[config.mk]
export PLATFORM = sky130hd
export DESIGN_NAME = rc_map
export DESIGN_NICKNAME = d
export VERILOG_FILES = /design/src/hw/rtl/grid_dda_wall_raycaster_macros.svh /design/src/hw/rtl/rc_pkg.sv /design/src/hw/rtl/rc_map.sv
export SDC_FILE = /design/constraint.sdc
export NUM_CORES = 2
export LEC_CHECK = 0
export ABC_AREA = 0
export BUFFER_PORTS_ARGS = -buffer_cell sky130_fd_sc_hd__buf_2
export CAP_MARGIN = 20
export CORE_MARGIN = 2
export CORE_UTILIZATION = 50
export DETAILED_ROUTE_END_ITERATION = 6
export HOLD_SLACK_MARGIN = 0.06
export PLACE_DENSITY = 0.65
export SYNTH_ARGS = -nofsm -noshare
export SYNTH_HDL_FRONTEND = slang
export SYNTH_SLANG_ARGS = --single-unit
[constraint.sdc]
create_clock -name i_clk -period 25.9 [get_ports i_clk]
set_input_delay 5.18 -clock i_clk [delete_from_list [all_inputs] [get_ports i_clk]]
set_output_delay 5.18 -clock i_clk [all_outputs]
set_load 0.1 [all_outputs]
[src/hw/rtl/grid_dda_wall_raycaster_macros.svh]
// Assertion macros for the raycaster.
`ifndef GRID_DDA_WALL_RAYCASTER_MACROS_SVH
`define GRID_DDA_WALL_RAYCASTER_MACROS_SVH

`ifndef SYNTHESIS
`define RC_ASSERT(lbl, prop) \
    lbl: assert property (@(posedge i_clk) disable iff (!i_rst_n) prop) \
        else $error("raycaster assertion failed");
`define RC_ASSERT_RST(lbl, prop) \
    lbl: assert property (@(posedge i_clk) prop) \
        else $error("raycaster reset assertion failed");
`else
`define RC_ASSERT(lbl, prop)
`define RC_ASSERT_RST(lbl, prop)
`endif

`endif

[src/hw/rtl/rc_pkg.sv]
`timescale 1ns / 1ps

package rc_pkg;

    localparam int MAP_X     = 32;
    localparam int MAP_Y     = 32;
    localparam int TEX_WIDTH = 64;
    localparam int TEX_BITS  = $clog2(TEX_WIDTH);

    localparam int MAP_CELLS = MAP_X * MAP_Y;
    localparam int ADDR_W    = $clog2(MAP_CELLS);
    localparam int MAP_MAX   = (MAP_X > MAP_Y) ? MAP_X : MAP_Y;
    localparam int MC_W      = $clog2(MAP_MAX) + 2;

    localparam int ONE_Q16   = 65536;

    localparam int CFG_IDX_W  = 3;
    localparam int CFG_DATA_W = 21;

    localparam logic [CFG_IDX_W-1:0] CFG_POS_X   = 3'd0;
    localparam logic [CFG_IDX_W-1:0] CFG_POS_Y   = 3'd1;
    localparam logic [CFG_IDX_W-1:0] CFG_DIR_X   = 3'd2;
    localparam logic [CFG_IDX_W-1:0] CFG_DIR_Y   = 3'd3;
    localparam logic [CFG_IDX_W-1:0] CFG_PLANE_X = 3'd4;
    localparam logic [CFG_IDX_W-1:0] CFG_PLANE_Y = 3'd5;
    localparam logic [CFG_IDX_W-1:0] CFG_SCR_W   = 3'd6;
    localparam logic [CFG_IDX_W-1:0] CFG_SCR_H   = 3'd7;

    localparam logic CMD_WRITE = 1'b0;
    localparam logic CMD_CAST  = 1'b1;

    localparam logic [1:0] ST_WRITE = 2'd0;
    localparam logic [1:0] ST_HIT   = 2'd1;
    localparam logic [1:0] ST_MISS  = 2'd2;

    localparam int DIV_N    = 64;
    localparam int DIV_D    = 48;
    localparam int DIV_QC_W = 6;
    localparam int DIV_SH_W = $clog2(DIV_N) + 1;

    localparam logic [DIV_QC_W-1:0] QB_CAM  = 6'd27;
    localparam logic [DIV_QC_W-1:0] QB_PERP = 6'd39;
    localparam logic [DIV_QC_W-1:0] QB_LH   = 6'd27;
    localparam logic [DIV_QC_W-1:0] QB_TEX  = DIV_QC_W'(9 + TEX_BITS);

    typedef struct packed {
        logic                start;
        logic [DIV_N-1:0]    dividend;
        logic [DIV_D-1:0]    divisor;
        logic [DIV_QC_W-1:0] qbits;
    } t_div_req;

    typedef struct packed {
        logic             done;
        logic [DIV_N-1:0] quotient;
    } t_div_rsp;

    typedef struct packed {
        logic              we;
        logic              re;
        logic [ADDR_W-1:0] addr;
        logic [3:0]        wdata;
    } t_map_req;

endpackage

[src/hw/rtl/rc_map.sv]
`timescale 1ns / 1ps

// Map cell store, registered read, zero sweep after reset.
module rc_map import rc_pkg::*; (
    input  logic       i_clk,
    input  logic       i_rst_n,
    input  t_map_req   i_req,
    output logic [3:0] o_rdata,
    output logic       o_busy
);

    logic [3:0]        r_mem [MAP_CELLS];
    logic [3:0]        r_rdata;
    logic              r_clr;
    logic [ADDR_W-1:0] r_clr_addr;

    always_ff @(posedge i_clk) begin
        if (!i_rst_n) begin
            r_clr      <= 1'b1;
            r_clr_addr <= '0;
        end else if (r_clr) begin
            r_clr_addr <= r_clr_addr + ADDR_W'(1);
            if (r_clr_addr == ADDR_W'(MAP_CELLS - 1)) begin
                r_clr <= 1'b0;
            end
        end
    end

    always_ff @(posedge i_clk) begin
        if (r_clr) begin
            r_mem[r_clr_addr] <= 4'd0;
        end else if (i_req.we) begin
            r_mem[i_req.addr] <= i_req.wdata;
        end
        if (i_req.re) begin
            r_rdata <= r_mem[i_req.addr];
        end
    end

    assign o_rdata = r_rdata;
    assign o_busy  = r_clr;

endmodule

**Yosys cells after proc, flatten, opt, wreduce, memory -nomap -nowiden**

Memory sizes are Yosys's and may differ from the RTL's. A register that Yosys moved wholly into a read port is not among the register bits.
Index checks and enable logic that the tools add are counted.

- Bits in registers: 11
- Bits in writable memories: 4,096
- Bits of input ports: 18
- Logic and storage cells: 16
- Memories kept: 1

- $add $sub $neg: 1
- Equal/unequal tests: 1
- Multiplexer cells: 10
- Reductions and logical operators: 1

Memories:

| name | depth | width | read ports | clocked after memory_dff | wr ports | line | text |
|---|---|---|---|---|---|---|---|
| r_mem | 1,024 | 4 | 1 | 1 | 1 | rc_map.sv:12 | `logic [3:0] r_mem [MAP_CELLS];` |

Operators with widths:

| cell | number |
|---|---|
| 10-bit by 1-bit adder with 10-bit output, second input constant | 1 |
| 10-bit == test, second input constant | 1 |
| 10-bit 2-to-1 mux | 1 |
| 1-bit 2-to-1 mux | 8 |
| 4-bit 2-to-1 mux | 1 |
| 4-bit OR reduction | 1 |

**Longest topological paths before layout**

- Word-level depth: 5
- Mapped depth: 17
- Depth with buffers taken out: 8

**Worst setup path after synthesis**

No wires, ideal clock.

- Path type: in2reg
- Start point: input i_req[15] (netlist name)
- End point: memory r_mem[0][0], data pin
- Data arrival time: 18,813 ps
- Slack: 4,216 ps
- Cell stages on the path: 4
- Path buffers: 2
- Cells stage by stage: nor2b_1 -> clkbuf_1 -> clkbuf_1 -> and2_1

- Cells in the longest elaborated chain, start to end: 5

Ends and longest elaborated chain:

| element | line | text |
|---|---|---|
| start, declared | rc_map.sv:7 | `input t_map_req i_req,` |
| 1-bit 2-to-1 mux | rc_map.sv:32 | `end else if (i_req.we) begin` |
| 1-bit 2-to-1 mux | rc_map.sv:30 | `if (r_clr) begin` |
| 1-bit 2-to-1 mux (not written as such) | rc_map.sv:33 | `r_mem[i_req.addr] <= i_req.wdata;` |
| 4-bit OR reduction (no line) | n/a |  |
| 4-bit 2-to-1 mux (no line) | n/a |  |
| end, declared | rc_map.sv:12 |  |

No other way between the ends.

==> impl_metrics.py <==
metrics = {
    "cts": {
        "ctsResizeCount": 0,
        "cts_post_setup_buffers_inserted": 0,
        "cts_tree": "built",
        "postCtsHoldBufs": 0,
        "clock_latency_ns": 0.93,
        "cts_root_buf": "clkbuf_16",
        "cts_max_level": 5,
        "clock_path_buffers": 4,
        "cts_sinks": 4111,
        "cts_buffers": 405,
        "clkTransAtPathRegs_ns": 0.06,
    },
    "drt": {
        "vias_per_cell": 6.53,
        "drtPass1Iterations": 6,
        "ant_nets": 0,
        "drt_iter0_markers": 12825,
        "vias": 85913,
        "remaining_drc_errors": 0,
        "routedWlPerCell_microns": 34.4,
        "routed_wl_microns": 452000,
    },
    "placement": {
        "routabilityCongestion": 0.858,
        "dp_slack_ns": 14.39,
        "io_buffers": 22,
        "place_inst": 12381,
        "dp_hpwl_microns": 263000,
    },
    "timing": {
        "period_minus_slack_ns": 10.54,
        "rsz0062_at_grt": "false",
        "setup_slack_ns": 15.36,
        "drv_slew": 0,
        "worst_pin_slew_ns": 1.26,
        "min_period_over_period": 0.407,
        "skew_ns": 0.0553,
        "setup_tns_ns": 0,
        "slew_headroom": 0.155,
        "fmax_mhz": 94.9,
        "setup_violations": 0,
        "finalHoldViolations": 0,
    },
    "synth": {
        "synth.area.top_cells": "edfxtp_1, mux4_2, mux2i_1, nor2_1, buf_6",
        "yosysTopAreaCell": "edfxtp_1",
        "synthCells": 8383,
        "synth_ff_type": "edfxtp_1",
        "synth_common_cells": "edfxtp_1, nor2_1, mux4_2",
        "ys_seq_elements": 4111,
        "yosysMostFrequentCell": "edfxtp_1",
        "synth-edff-count": 4100,
        "syn_avg_cell_area_sq_um": 19.5,
        "syn_nets": 8402,
        "syn_area_sq_um": 164000,
        "yosysSeqAreaShare": 0.753,
        "yosysUniqueCellTypes": 89,
        "synth_top_area_frac": 0.752,
        "async_flop_share": 0,
        "yosys_warnings": 0,
    },
    "critical_path": {
        "crit_start": "i_req[4]",
        "cpMaxStageDelayCell": "o22ai_1",
        "critPathMaxFanout": 105,
        "startpoint_type": "input pin",
        "reg2reg_from": "o_busy",
        "path_common_cell": "buf_4",
        "r2r_end": "r_mem[895][0]",
        "cp.arrival_ns": 11.19,
        "slowest_delay_ns": 0.71,
        "critPathCaptureType": "register",
        "crit_chain": "buf_12 -> buf_12 -> buf_4 -> buf_4 -> buf_4 -> mux4_2 -> mux4_2 -> o22ai_1 -> nor4_1 -> or4b_1",
        "r2r_cells": 7,
        "required_ns": 26.55,
        "critPathTopFamily": "buffers and inverters",
        "cp.buffers_inverters": 5,
        "worstSetupPathType": "in2reg",
        "reg2reg_slack_ns": 20.28,
    },
    "global_route": {
        "grt_pass1_wl_microns": 639000,
        "grt_max_degree": 220,
        "grtUsageTotal": 0.271,
        "grt_pass1_vias": 84882,
        "gr-total-overflow": 0,
        "antenna_found_initial": 43,
    },
    "power_and_ir_drop": {
        "power_density_nw_per_um2": 74.5,
        "seq_power_share": 0.536,
        "ir_worst_vdd_mv": 0.0578,
        "clock_power_share": 0.424,
        "pwr-share-comb": 0.040,
        "power_switching_share": 0.210,
        "intPower_mw": 10.6,
        "switchingPower_mw": 2.82,
        "power.leakage_nw": 60.4,
        "total_power_mw": 13.5,
    },
    "min_path": {
        "holdPathEnd": "o_busy",
        "hold_class": "reg2reg",
        "min_from": "r_clr_addr[9]",
        "hold_depth": 3,
    },
    "cells_and_area": {
        "fillerInstances": 24271,
        "stdcell_count": 13162,
        "post_route_cells_drive_above_1_share": 0.199,
        "area_growth_pct": 10.2,
        "utilization": 0.553,
        "nets": 8469,
    },
    "floorplan": {
        "start_util": 0.502,
        "io_pins": 23,
        "die_w_microns": 576,
        "rows": 210,
        "core-area_sq_um": 327000,
        "dieArea_sq_um": 332000,
        "die_h_microns": 576,
    },
    "flow_run": {
        "cap_violations": 0,
    },
    "run_status": {
        "status": "complete, no violations",
    },
}
power groups by stage:
stage / Sequential, mW / Combinational (mW) / Clock, mW
2_1_floorplan: 7.35 / 0.344 / 0
3_3_place_gp: 7.35 / 0.529 / 0
3_5_place_dp: 7.35 / 0.531 / 0
4_1_cts: 7.21 / 0.533 / 5.74
5_1_grt: 7.21 / 0.551 / 6.01
6_report: 7.21 / 0.537 / 5.71
registers in the layout, indices dropped and copies added, names as in the netlist:
signal      count
r_mem        4096
o_rdata         4
r_clr_addr     10
o_busy          1
per-stage QoR:
step	hold WS [ns]	instance area, sq um
final	0.546	181000
after global routing	0.574	181000
after CTS	0.543	180000
after detailed placement	0.526	168000
after global placement	0.518	167000
after floorplan	0.490	164000
cell type report:
type,instances,area (sq um),share of cell area
multi-input combinational,3669,36600,0.203
clock inverter,249,2110,0.0117
inverter,7,41.3,0.000229
tap,4346,5440,0.0301
clock buffer,485,10600,0.0586
sequential,4111,123000,0.683
antenna,39,97.6,0.000540
timing repair buffer,256,2350,0.0130
cells by family after synthesis:
group / count (synthesis) / share of synthesized area
compound gates: 783 / 0.0337
xor+xnor: 6 / 0.000321
fa+ha+maj: 1 / 0.0000764
buf+inv: 603 / 0.0261
flops: 4111 / 0.753
mux: 1340 / 0.148
simple gates: 1539 / 0.0389
worst max-delay path by stage:
stage | to | slack, ns | cells after the start
2_1_floorplan | r_mem[0][0] | 4.22 | 4
3_3_place_gp | o_rdata[2] | 14.40 | 14
3_5_place_dp | o_rdata[2] | 14.39 | 14
4_1_cts | o_rdata[2] | 15.39 | 14
5_1_grt | o_rdata[3] | 15.03 | 10
6_report | o_rdata[3] | 15.36 | 10
worst register-to-register path, stage by stage, from the launching register on:
cell,delay (ns)
dfxtp_1,0.47
nor2b_2,0.16
buf_4,0.38
and2_4,0.72
buf_4,0.84
buf_4,0.66
buf_4,0.93
buf_4,1.07
layout by cell type, fill, tap and decap left out, types with 13 or more instances in the layout:
cell	netlist	routed
edfxtp_1	4100	4100
nor2_1	1125	1119
mux4_2	841	841
mux2i_1	466	466
clkbuf_16	0	412
buf_4	44	197
o221ai_1	168	168
a21oi_1	134	134
nand2_1	155	130
o22ai_1	119	119
clkinv_1	0	102
o21ai_0	91	91
a22oi_1	85	85
clkinv_2	0	80
clkbuf_1	224	73
nor3_1	62	61
nand3_1	51	51
diode_2	0	39
bufinv_16	0	33
nand2_4	0	31
a221oi_1	23	23
a211oi_1	22	21
buf_2	116	21
a22o_1	20	20
and2_1	22	18
mux4_1	18	18
buf_12	18	18
nor4_1	21	17
clkinvlp_4	0	16
mux2_2	15	15
nand3b_1	13	13
layer usage:
metal	wire [microns]	share of wire	global-route usage
met5	152	0.00034	0
met2	211000	0.47	0.418
met1	173000	0.38	0.379
met3	48600	0.11	0.0570
met4	19500	0.043	0.111
No activity file was read; power rests on OpenSTA's default activity.
